[config.mk]
export PLATFORM = sky130hd
export DESIGN_NAME = glyph_outline_point_decoder
export DESIGN_NICKNAME = d
export VERILOG_FILES = /design/src/rtl/gopd_pkg.sv /design/src/rtl/glyph_outline_point_decoder.sv
export VERILOG_INCLUDE_DIRS = /design/src /design/src/rtl
export SDC_FILE = /design/constraint.sdc
export NUM_CORES = 1
export LEC_CHECK = 0
export ABC_AREA = 1
export BUFFER_PORTS_ARGS = -buffer_cell sky130_fd_sc_hd__buf_2
export CAP_MARGIN = 5
export CORE_MARGIN = 2
export CORE_UTILIZATION = 50
export CTS_BUF_LIST = sky130_fd_sc_hd__clkbuf_8
export DETAILED_ROUTE_END_ITERATION = 10
export PLACE_DENSITY = 0.78
export SETUP_SLACK_MARGIN = 0.2
export SYNTH_ARGS = -nofsm -noshare
export SYNTH_HDL_FRONTEND = slang
export SYNTH_SLANG_ARGS = --single-unit
[constraint.sdc]
create_clock -name i_clk -period 12.03 [get_ports i_clk]
set_input_delay 2.406 -clock i_clk [delete_from_list [all_inputs] [get_ports i_clk]]
set_output_delay 2.406 -clock i_clk [all_outputs]
set_load 0.01 [all_outputs]
[src/rtl/glyph_outline_point_decoder_macros.svh]
// Assertion macros shared by the glyph outline point decoder RTL.
// No dependencies; expects i_clk and i_rst_n in the including module.
`ifndef GLYPH_OUTLINE_POINT_DECODER_MACROS_SVH
`define GLYPH_OUTLINE_POINT_DECODER_MACROS_SVH

// Same-cycle implication, disabled while reset is asserted
`define GOPD_ASSERT_NOW(label, ante, cons, msg) \
    label: assert property (@(posedge i_clk) disable iff (!i_rst_n) (ante) |-> (cons)) \
        else $error(msg);

// Next-cycle implication, disabled while reset is asserted
`define GOPD_ASSERT_NEXT(label, ante, cons, msg) \
    label: assert property (@(posedge i_clk) disable iff (!i_rst_n) (ante) |=> (cons)) \
        else $error(msg);

`endif

[src/rtl/gopd_pkg.sv]
// Types, constants and helper functions for the glyph outline point decoder.
// No dependencies.
package gopd_pkg;

    // Path command codes
    typedef enum logic [1:0] {
        CMD_MOVE  = 2'd0,
        CMD_LINE  = 2'd1,
        CMD_QUAD  = 2'd2,
        CMD_CLOSE = 2'd3
    } t_cmd;

    // Point flag bit positions
    localparam int FLAG_ON_CURVE = 0;
    localparam int FLAG_X_SHORT  = 1;
    localparam int FLAG_Y_SHORT  = 2;
    localparam int FLAG_X_SAME   = 4;
    localparam int FLAG_Y_SAME   = 5;

    // Result queue depth; an item writes at most two words
    localparam int RES_DEPTH   = 4;
    localparam int RES_PER_ITEM = 2;

    // One result word
    typedef struct packed {
        t_cmd               cmd;
        logic signed [16:0] end_x;
        logic signed [16:0] end_y;
        logic signed [15:0] ctrl_x;
        logic signed [15:0] ctrl_y;
        logic               last;
    } t_result;

    // Decode one axis delta from the raw data and its two flag bits
    function automatic logic [15:0] f_delta(input logic [15:0] data,
                                            input logic        is_short,
                                            input logic        same_pos);
        logic [15:0] mag;
        mag = {8'd0, data[7:0]};
        if (is_short) begin
            f_delta = same_pos ? mag : 16'(16'd0 - mag);
        end else if (same_pos) begin
            f_delta = 16'd0;
        end else begin
            f_delta = data;
        end
    endfunction

    // Build a word whose end point is a full-unit point doubled into half units
    function automatic t_result f_point(input t_cmd        cmd,
                                        input logic [15:0] px,
                                        input logic [15:0] py,
                                        input logic [15:0] cx,
                                        input logic [15:0] cy);
        t_result r;
        r.cmd    = cmd;
        r.end_x  = {px, 1'b0};
        r.end_y  = {py, 1'b0};
        r.ctrl_x = cx;
        r.ctrl_y = cy;
        r.last   = 1'b0;
        return r;
    endfunction

    // Close a contour: quadratic back to the origin if a control waits
    function automatic t_result f_close(input logic        pending,
                                        input logic [15:0] ox,
                                        input logic [15:0] oy,
                                        input logic [15:0] cx,
                                        input logic [15:0] cy);
        if (pending) begin
            f_close = f_point(CMD_QUAD, ox, oy, cx, cy);
        end else begin
            f_close = f_point(CMD_CLOSE, 16'd0, 16'd0, 16'd0, 16'd0);
        end
    endfunction

endpackage

[src/rtl/glyph_outline_point_decoder.sv]
// Glyph outline point decoder: takes one outline point per cycle while o_stall
// is low and emits move, line, quadratic and close path words. Each point is
// decoded and its words are written into a four-word result queue when it is
// accepted, behind any words still queued. A point makes zero, one or two
// words; the input is taken whenever the queue has room for two, so the
// sustained rate is one point per cycle as long as the output keeps up with
// one word per cycle, and the output port (one word a cycle) sets the limit
// when points make two words.
// Depends on gopd_pkg and glyph_outline_point_decoder_macros.svh.
`include "glyph_outline_point_decoder_macros.svh"

module glyph_outline_point_decoder (
    input  logic               i_clk,
    input  logic               i_rst_n,
    input  logic               i_valid,
    output logic               o_stall,
    input  logic [7:0]         i_point_flag,
    input  logic [15:0]        i_x_data,
    input  logic [15:0]        i_y_data,
    input  logic               i_contour_start,
    input  logic               i_glyph_last,
    output logic               o_valid,
    input  logic               i_stall,
    output logic [1:0]         o_command,
    output logic signed [16:0] o_end_x,
    output logic signed [16:0] o_end_y,
    output logic signed [15:0] o_ctrl_x,
    output logic signed [15:0] o_ctrl_y,
    output logic               o_last
);
    import gopd_pkg::*;

    localparam int PTR_W = $clog2(RES_DEPTH);
    localparam int CNT_W = $clog2(RES_DEPTH + 1);

    // Contour state
    logic [15:0] r_pos_x, r_pos_y;
    logic [15:0] r_ctrl_x, r_ctrl_y;
    logic [15:0] r_origin_x, r_origin_y;
    logic        r_curve_pending, r_contour_open;

    // Result queue
    t_result          r_mem [RES_DEPTH];
    logic [PTR_W-1:0] r_wr_ptr, r_rd_ptr;
    logic [CNT_W-1:0] r_count;

    logic        in_acc, out_acc;
    logic [15:0] n_pos_x, n_pos_y;
    logic [15:0] n_ctrl_x, n_ctrl_y;
    logic [15:0] n_origin_x, n_origin_y;
    logic        n_curve_pending;
    logic        start_eff, off_curve;
    logic        pre_v, main_v;
    t_result     pre_res, main_res, fin_res;
    t_result     slot0, slot1;
    logic [1:0]  n_words;
    logic [16:0] mid_x, mid_y;

    assign in_acc  = i_valid && !o_stall;
    assign out_acc = o_valid && !i_stall;

    // Take a point only when two queue entries are free
    assign o_stall = (r_count > CNT_W'(RES_DEPTH - RES_PER_ITEM));
    assign o_valid = (r_count != '0);

    // Present the head of the queue
    assign o_command = r_mem[r_rd_ptr].cmd;
    assign o_end_x   = r_mem[r_rd_ptr].end_x;
    assign o_end_y   = r_mem[r_rd_ptr].end_y;
    assign o_ctrl_x  = r_mem[r_rd_ptr].ctrl_x;
    assign o_ctrl_y  = r_mem[r_rd_ptr].ctrl_y;
    assign o_last    = r_mem[r_rd_ptr].last;

    // Decode the point and build up to two result words
    always_comb begin
        n_pos_x = r_pos_x + f_delta(i_x_data, i_point_flag[FLAG_X_SHORT],
                                    i_point_flag[FLAG_X_SAME]);
        n_pos_y = r_pos_y + f_delta(i_y_data, i_point_flag[FLAG_Y_SHORT],
                                    i_point_flag[FLAG_Y_SAME]);
        start_eff = i_contour_start || !r_contour_open;
        off_curve = !i_point_flag[FLAG_ON_CURVE];
        mid_x = {r_ctrl_x[15], r_ctrl_x} + {n_pos_x[15], n_pos_x};
        mid_y = {r_ctrl_y[15], r_ctrl_y} + {n_pos_y[15], n_pos_y};

        // Close of the previous contour ahead of a new one
        pre_v   = start_eff && r_contour_open;
        pre_res = f_close(r_curve_pending, r_origin_x, r_origin_y, r_ctrl_x, r_ctrl_y);

        n_ctrl_x        = r_ctrl_x;
        n_ctrl_y        = r_ctrl_y;
        n_origin_x      = r_origin_x;
        n_origin_y      = r_origin_y;
        n_curve_pending = r_curve_pending;
        main_v          = 1'b0;
        main_res        = f_point(CMD_LINE, n_pos_x, n_pos_y, 16'd0, 16'd0);

        if (start_eff) begin
            main_v          = !i_glyph_last;
            main_res        = f_point(CMD_MOVE, n_pos_x, n_pos_y, 16'd0, 16'd0);
            n_origin_x      = n_pos_x;
            n_origin_y      = n_pos_y;
            n_curve_pending = 1'b0;
        end else if (off_curve) begin
            // Two off-curve points in a row: curve to the implied midpoint
            main_v          = r_curve_pending;
            main_res.cmd    = CMD_QUAD;
            main_res.end_x  = mid_x;
            main_res.end_y  = mid_y;
            main_res.ctrl_x = r_ctrl_x;
            main_res.ctrl_y = r_ctrl_y;
            n_ctrl_x        = n_pos_x;
            n_ctrl_y        = n_pos_y;
            n_curve_pending = 1'b1;
        end else if (r_curve_pending) begin
            main_v          = 1'b1;
            main_res        = f_point(CMD_QUAD, n_pos_x, n_pos_y, r_ctrl_x, r_ctrl_y);
            n_curve_pending = 1'b0;
        end else begin
            main_v = 1'b1;
        end

        // Final close of the glyph uses the state after this point
        fin_res = f_close(n_curve_pending, n_origin_x, n_origin_y, n_ctrl_x, n_ctrl_y);

        // Pack the words in order; at most two are ever present
        if (pre_v) begin
            slot0 = pre_res;
            slot1 = main_v ? main_res : fin_res;
        end else if (main_v) begin
            slot0 = main_res;
            slot1 = fin_res;
        end else begin
            slot0 = fin_res;
            slot1 = fin_res;
        end
        n_words = 2'(pre_v) + 2'(main_v) + 2'(i_glyph_last);
        slot0.last = (n_words == 2'd1);
        slot1.last = 1'b1;
    end

    // Hold contour state and advance queue pointers
    always_ff @(posedge i_clk) begin
        if (!i_rst_n) begin
            r_pos_x         <= '0;
            r_pos_y         <= '0;
            r_ctrl_x        <= '0;
            r_ctrl_y        <= '0;
            r_origin_x      <= '0;
            r_origin_y      <= '0;
            r_curve_pending <= 1'b0;
            r_contour_open  <= 1'b0;
            r_wr_ptr        <= '0;
            r_rd_ptr        <= '0;
            r_count         <= '0;
        end else begin
            if (in_acc) begin
                if (i_glyph_last) begin
                    r_pos_x         <= '0;
                    r_pos_y         <= '0;
                    r_ctrl_x        <= '0;
                    r_ctrl_y        <= '0;
                    r_origin_x      <= '0;
                    r_origin_y      <= '0;
                    r_curve_pending <= 1'b0;
                    r_contour_open  <= 1'b0;
                end else begin
                    r_pos_x         <= n_pos_x;
                    r_pos_y         <= n_pos_y;
                    r_ctrl_x        <= n_ctrl_x;
                    r_ctrl_y        <= n_ctrl_y;
                    r_origin_x      <= n_origin_x;
                    r_origin_y      <= n_origin_y;
                    r_curve_pending <= n_curve_pending;
                    r_contour_open  <= 1'b1;
                end
                r_wr_ptr <= r_wr_ptr + PTR_W'(n_words);
            end
            if (out_acc) begin
                r_rd_ptr <= r_rd_ptr + PTR_W'(1);
            end
            r_count <= r_count + (in_acc ? CNT_W'(n_words) : CNT_W'(0))
                               - (out_acc ? CNT_W'(1) : CNT_W'(0));
        end
    end

    // Write result words into free queue entries
    always_ff @(posedge i_clk) begin
        if (in_acc) begin
            if (n_words != 2'd0) begin
                r_mem[r_wr_ptr] <= slot0;
            end
            if (n_words == 2'd2) begin
                r_mem[r_wr_ptr + PTR_W'(1)] <= slot1;
            end
        end
    end

    `GOPD_ASSERT_NOW(a_count_bound, 1'b1, r_count <= CNT_W'(RES_DEPTH),
        "result queue count exceeds depth")
    `GOPD_ASSERT_NOW(a_room_on_accept, in_acc,
        r_count <= CNT_W'(RES_DEPTH - RES_PER_ITEM),
        "point accepted without room for two words")
    `GOPD_ASSERT_NOW(a_ptr_gap, 1'b1,
        (r_count == CNT_W'(RES_DEPTH)) || (r_wr_ptr - r_rd_ptr == PTR_W'(r_count)),
        "queue pointers disagree with count")
    `GOPD_ASSERT_NEXT(a_glyph_reset, in_acc && i_glyph_last,
        !r_contour_open && !r_curve_pending && r_pos_x == 16'd0 && r_pos_y == 16'd0,
        "state not cleared after final point of glyph")
endmodule
==> results of run 1 <==
==> cell families (layout without fill, tap and decap cells) <==
family,Yosys count,count (layout),share of synthesized area [%]
xor gates and xnor gates,18,18,0.861
adders and majority gates,78,78,4.34
DFF,383,383,44.1
and+or+nand+nor,1527,1527,26.2
buffers and inverters,408,492,6.96
AOI/OAI and AO/OA,707,707,17.5
==> per-layer routing <==
layer / vias to the layer above / global-route usage [%] / routed length (um)
li1: 10700 / - / -
met1: 10300 / 41.3 / 29900
met2: 1500 / 47.6 / 33600
met3: 289 / 8.71 / 11000
met4: 2 / 16.6 / 4300
met5: - / 0 / 13
==> worst register-to-register path: cells and delay by family, from the launching register on <==
family / cells / cell delay, ns
simple gates: 5 / 1.23
buf+inv: 4 / 1.79
flops: 1 / 0.41
fa+ha+maj: 1 / 0.59
==> cell type report <==
type | count | area, um^2 | area share (%)
Inverter | 232 | 875 | 3.41
Timing Repair Buffer | 148 | 828 | 3.23
Clock inverter | 42 | 282 | 1.10
Sequential cell | 383 | 10400 | 40.5
Tap cell | 607 | 759 | 2.96
Clock buffer | 70 | 963 | 3.75
Multi-Input combinational cell | 2330 | 11600 | 45.1
==> cell usage after synthesis, types with 11 or more instances <==
cell	count	area, um^2
nand2_1	983	3690
nor2_1	287	1080
edfxtp_1	272	8170
o21ai_0	238	1190
inv_1	207	777
nand3_1	195	976
a21oi_1	179	896
o22ai_1	155	970
dfxtp_1	111	2220
clkbuf_1	108	405
ha_1	72	901
o21ai_1	52	260
buf_2	42	210
inv_2	18	67.6
buf_1	14	52.6
o211ai_1	14	105
o211ai_2	13	163
nand3b_1	11	82.6
==> power groups by stage <==
stage,combinational [mW],sequential (mW),clock [mW]
after floorplan,0.828,1.61,0
after global placement,1.29,1.62,0
after detailed placement,1.31,1.62,0
after CTS,1.32,1.60,1.16
after global routing,1.46,1.61,1.21
final,1.35,1.60,1.16
==> sequential cells by signal (all words and copies together), names as in the netlist, named ones only <==
register,flops
r_contour_open,1
r_count,3
r_ctrl_x,16
r_ctrl_y,16
r_curve_pending,1
r_mem,276
r_origin_x,16
r_origin_y,16
r_pos_x,16
r_pos_y,16
r_rd_ptr,2
r_wr_ptr,2
==> worst paths after layout <==
check / from / endpoint / slack, ns / cells after the start
setup / recovery: i_point_flag[2] / r_mem[2][47] / 5.40 / 23
hold / removal: r_rd_ptr[1] / register / 0.46 / 2
setup reg to reg: r_contour_open / r_mem[3][65] / 7.58 / 10
hold reg to reg: r_rd_ptr[1] / register / 0.46 / 2
==> through the flow <==
stage                     instances  hold WS (ns)  area [um^2]
after floorplan                3121         0.436        23500
after global placement         3700         0.444        24400
after detailed placement       3700         0.454        24400
after CTS                      3812         0.463        25700
after global routing           3812         0.471        25700
final                          3812         0.462        25700
==> run_results.csv, run 1 <==
group,metric,value,unit
timing,hold_viol,0,
grt,grt_usage,31.5,%
grt,grt_pass1_wl,121,mm
synth,syn-num-nets,3245,
placement,gp_congestion,0.980,
timing,grt_setup_unrepaired,"false",
placement,pre_cts_ws,4.89,ns
power,p_leak,10.8,nW
timing,fin_ws,5.40,ns
setup_path,required,12.43,ns
drt,drt-vias-per-instance,5.98,
timing,setup_tns,0,ns
placement,dp_hpwl,50.4,mm
synth,async_flop_share,0,%
synth,yosysWarnings,0,
timing,slew_violations,0,
drt,wl_per_cell,20.7,um
synth,synth.distinct_cells,53,
timing,setup_viol,0,
cts,insertion_delay,0.67,ns
cts,clock-sinks,383,
synth,syn_inst,3121,
power,p_int,2.53,mW
cts,clk_pin_slew,0.06,ns
setup_path,crit_path_max_fanout,10,
outcome,status,"finished clean",
drt,firstDrtPassIters,6,
drt,num_vias,22800,
synth,synth_edf_count,272,
timing,clock.fmax,151,MHz
power,swShare,38.4,%
grt,grt_pass1_vias,21100,
power,power_switching,1.58,mW
drt,drt-total-wl,78.7,mm
synth,syn-cell-area,23500,um^2
layout,layout_commonest_cell,"nand2_1",
cts,cts_tree,"done",
setup_path,crit_arrival,7.02,ns
power,p_seq_share,38.9,%
layout,drive_above_1_share,10.2,%
drt,drc,0,
layout,fill_cells,4231,
run,cap_violations,0,
layout,post-route-util,55.1,%
die,core-area,46600,um^2
layout,syn_to_final_growth,9.03,%
layout,nNetsFinal,3279,
cts,cts_hold_buf,0,
setup_path,slowest_delay,0.49,ns
cts,clock-root-buffer,"clkbuf_8",
synth,ys_ff_latch,383,
setup_path,crit_chain,"buf_2 -> inv_1 -> nor2_1 -> inv_1 -> or2_2 -> o21ai_0 -> ha_1 -> nand2_1 -> inv_1 -> a21oi_1 -> nand2_1 -> xor2_1 -> ha_1 -> a21oi_1 -> o21ai_0 -> a21oi_1 -> nand3_1 -> nand3_1 -> nand3_1 -> nand3_1 -> o21ai_0 -> nand2_1 -> nand2_1",
die,row_count,79,
die,dieArea,48800,um^2
synth,ys.flop_type,"edfxtp_1",
setup_path,critPathSlowestCell,"xor2_1",
power,clockPowerShare,28.1,%
timing,post-route-period-util,55.1,%
placement,port_buffers,113,
setup_path,crit_family,"simple AND/OR/NAND/NOR gates",
drt,final_antenna_net_count,0,
setup_path,worst_setup_path_start_kind,"input pin",
timing,worstMarginPinSlew,1.18,ns
layout,antenna-diode-count,0,
cts,cts_resized,0,
setup_path,crit_type,"in2reg",
power,power.density,160,nW/um^2
grt,antenna_found_initial,1,
power,power_frac_comb,32.9,%
die,pin_count,117,
cts,postCtsSetupRepairBufs,0,
synth,yosysSeqAreaShare,44.1,%
grt,grt_max_degree,105,
grt,grt-ovfl-total,0,
die,dieHeight,221,um
drt,dr.first_iter.drc_count,3016,
min_path,hp-class,"reg2reg",
cts,numCtsBuffers,60,
cts,clock_path_buffers,3,
timing,min_period,6.63,ns
cts,htreeDepth,2,
synth,avgSynthCellArea,7.54,um^2
setup_path,cp_num_buf_inv,4,
layout,final_cell_mix,"nand2_1 (979), nor2_1 (286), edfxtp_1 (272)",
die,die_w,221,um
power,finalPower,4.11,mW
timing,finClkSkew,0.0397,ns
setup_path,end_kind,"register",
timing,relSlewSlack,21.1,%
power,ir_drop,0.0975,mV
die,initial_core_util,50.6,%
Power figures use the tool's default switching activity.
==> inputs of run 2 (changes only) <==
- ABC_AREA: 1 -> 0
- clock period: 12.03 -> 6.3 ns (I/O delays scaled with it)
==> run_results.csv, run 2 <==
group,metric,value,unit
synth,synthTopCellsByCount,"edfxtp_1 (272), o22ai_1 (216), nand2_1 (209)",
cts,clock-sinks,383,
timing,hold_slack,0.478,ns
setup_path,required,6.64,ns
layout,drive_above_1_share,20.6,%
layout,layout_commonest_cell,"edfxtp_1",
placement,dp_hpwl,50.2,mm
synth,synth_top_area_share,37.2,%
setup_path,crit_start,"i_y_data[1]",
die,core-area,43200,um^2
setup_path,setup.worst_path.end,"r_mem[2][45]",
synth,ys.flop_type,"edfxtp_1",
cts,clock-root-buffer,"clkbuf_8",
layout,nNetsFinal,2311,
cts,cts_hold_buf,0,
drt,drt-total-wl,72.7,mm
cts,insertion_delay,0.65,ns
grt,grt_pass1_wl,108,mm
synth,synth.largest_area_cell,"edfxtp_1",
synth,avgSynthCellArea,10.7,um^2
power,finalPower,7.85,mW
setup_path,critPathSlowestCell,"a21oi_1",
synth,yosysWarnings,0,
setup_path,crit_top_cell,"o21ai_0",
setup_path,r2r_setup_slack,1.71,ns
cts,numCtsBuffers,66,
timing,min_period,5.66,ns
drt,firstDrtPassIters,7,
synth,syn-cell-area,21900,um^2
die,initial_core_util,50.8,%
drt,drt-vias-per-instance,6.67,
setup_path,end_kind,"register",
synth,yosysSeqAreaShare,47.4,%
timing,finClkSkew,0.0251,ns
setup_path,r2r.worst_path.cells,18,
setup_path,worstReg2RegStart,"r_pos_x[0]",
timing,relSlewSlack,18.0,%
layout,largest_reg_flops,276,
cts,clock_path_buffers,3,
timing,slew_violations,0,
run,cap_violations,0,
placement,port_buffers,113,
setup_path,slowest_delay,0.51,ns
synth,synth_edf_count,272,
layout,register_area,10400,um^2
timing,worstMarginPinSlew,1.23,ns
drt,dr.first_iter.drc_count,2618,
drt,drc,0,
drt,wl_per_cell,25.8,um
grt,grt_usage,31.8,%
timing,setup_tns,0,ns
min_path,hp-class,"reg2reg",
power,power.density,316,nW/um^2
drt,final_antenna_net_count,0,
synth,async_flop_share,0,%
synth,synth.distinct_cells,98,
power,ir_drop,0.145,mV
synth,synth.most_common_cell,"edfxtp_1",
setup_path,crit_family,"compound AO/OA/AOI/OAI gates",
cts,cts_tree,"done",
power,p_leak,8.38,nW
setup_path,crit_chain,"buf_2 -> or3_1 -> or3_1 -> nor3_1 -> nor3_1 -> a21oi_1 -> o21ai_0 -> ha_1 -> o21ai_0 -> nor2_1 -> o21ai_0 -> nand2b_1 -> xor2_1 -> ha_1 -> a21o_1 -> a21o_1 -> a31o_2 -> o2111ai_1 -> nand2_1 -> xor2_1 -> a21oi_1 -> o21ai_0",
cts,clk_pin_slew,0.06,ns
setup_path,crit_path_max_fanout,6,
grt,grt_max_degree,108,
synth,syn_inst,2050,
grt,grt_pass1_vias,17600,
die,pin_count,117,
setup_path,crit_arrival,6.00,ns
die,dieHeight,213,um
layout,regMostFlops,"r_mem",
setup_path,cp.depth,22,
synth,syn-num-nets,2174,
outcome,status,"finished clean",
timing,clock.fmax,177,MHz
synth,ys_ff_latch,383,
placement,pre_cts_ws,-0.0749,ns
grt,grt-ovfl-total,0,
layout,syn_to_final_growth,13.2,%
layout,fill_cells,3692,
layout,multiInputGateArea,10800,um^2
die,dieArea,45600,um^2
timing,post-route-period-util,89.8,%
layout,final_cell_mix,"edfxtp_1 (272), o22ai_1 (216), nand2_1 (203)",
synth,synth.area.top_cells,"edfxtp_1 (37%), dfxtp_1 (10%), mux4_2 (7.1%)",
placement,gp_congestion,0.965,
die,row_count,76,
setup_path,crit_type,"in2reg",
die,die_w,213,um
timing,hold_viol,0,
timing,setup_viol,0,
setup_path,worst_setup_path_start_kind,"input pin",
grt,antenna_found_initial,1,
setup_path,cp_num_buf_inv,1,
drt,num_vias,18800,
timing,grt_setup_unrepaired,"false",
timing,fin_ws,0.644,ns
cts,htreeDepth,3,
setup_path,worst_r2r_endpoint,"r_mem[3][64]",
run 2: cell types whose count changed in the layout (fill, tap and decap cells not counted), moves of 25 or more:
cell and delta:
a22oi_1 +95, mux4_2 +69, inv_1 -152, nand2_1 -776, a21oi_1 -92, nand2b_1 +25
nor2_1 -192, o21ai_1 -32, buf_4 +61, o22ai_1 +61, o21ai_0 -151, nor2b_1 +93
nand3_1 -171
run 2: how the worst min path moves through the flow:
stage / from / endpoint / slack [ns] / cells past startpoint
global placement: r_pos_x[2] / r_pos_x[2] / 0.46 / 2
finish: r_pos_x[5] / r_pos_x[5] / 0.48 / 2
detailed placement: r_pos_y[2] / r_pos_y[2] / 0.47 / 2
global route: r_mem[3][0] / r_mem[3][0] / 0.50 / 1
floorplan: r_mem[3][0] / r_mem[3][0] / 0.43 / 1
CTS: r_pos_x[5] / r_pos_x[5] / 0.48 / 2
run 2: routing by layer:
layer  vias to the layer above  wire length, um  track usage, %
met5                         -                0               0
met4                         0             4260            17.6
met3                       230             7760            5.87
met2                      1295            32400            47.5
met1                      9067            28200            44.0
li1                       8231                -               -
run 2: area by class of cell:
cell class / instances / share of cell area, %
inverter: 51 / 0.792
clock buffer: 76 / 4.21
sequential: 383 / 41.9
clock inverter: 41 / 1.01
timing repair buffer: 212 / 5.43
multi-input combinational: 1473 / 43.7
antenna: 1 / 0.0101
tap: 585 / 2.95
run 2: kinds of logic after synthesis:
kind of cell / after synthesis / synth area share [%]
compound gates: 712 / 22.3
xor+xnor: 47 / 2.22
fa+ha+maj: 78 / 4.66
buf+inv: 194 / 3.51
flops: 383 / 47.4
mux: 78 / 7.50
simple gates: 558 / 12.5
run 2: power breakdown:
part	internal [mW]	total [mW]	switching (mW)
Clock	1.22	2.27	1.05
Combinational	0.952	2.48	1.53
Sequential	2.96	3.10	0.137
Total	5.13	7.85	2.71
run 2: timing repair:
action                     CTS  global route
buffers inserted             0             0
gates resized for setup      0             2
setup endpoints to repair    0             8
run 2: stage by stage:
step,util (%),instances,instance area (um^2)
after global routing,57.5,2821,24800
after floorplan,-,2050,21900
after detailed placement,54.5,2704,23500
after global placement,54.5,2704,23500
final,57.5,2822,24800
after CTS,57.5,2821,24800
run 2: worst reg2reg max path, cell delays in order, from the launching register on:
cell and delay, ns:
dfxtp_1 0.33, ha_1 0.21, inv_1 0.08, fa_1 0.43, nand2b_1 0.20, a21oi_1 0.22, a21o_1 0.15, a21o_1 0.15
xnor2_2 0.18, inv_1 0.11, ha_1 0.38, nor2_1 0.11, o21a_1 0.20, a211o_1 0.31, a211oi_2 0.39, o311a_1 0.29
nor3_1 0.08, a21oi_1 0.32, o221ai_1 0.17
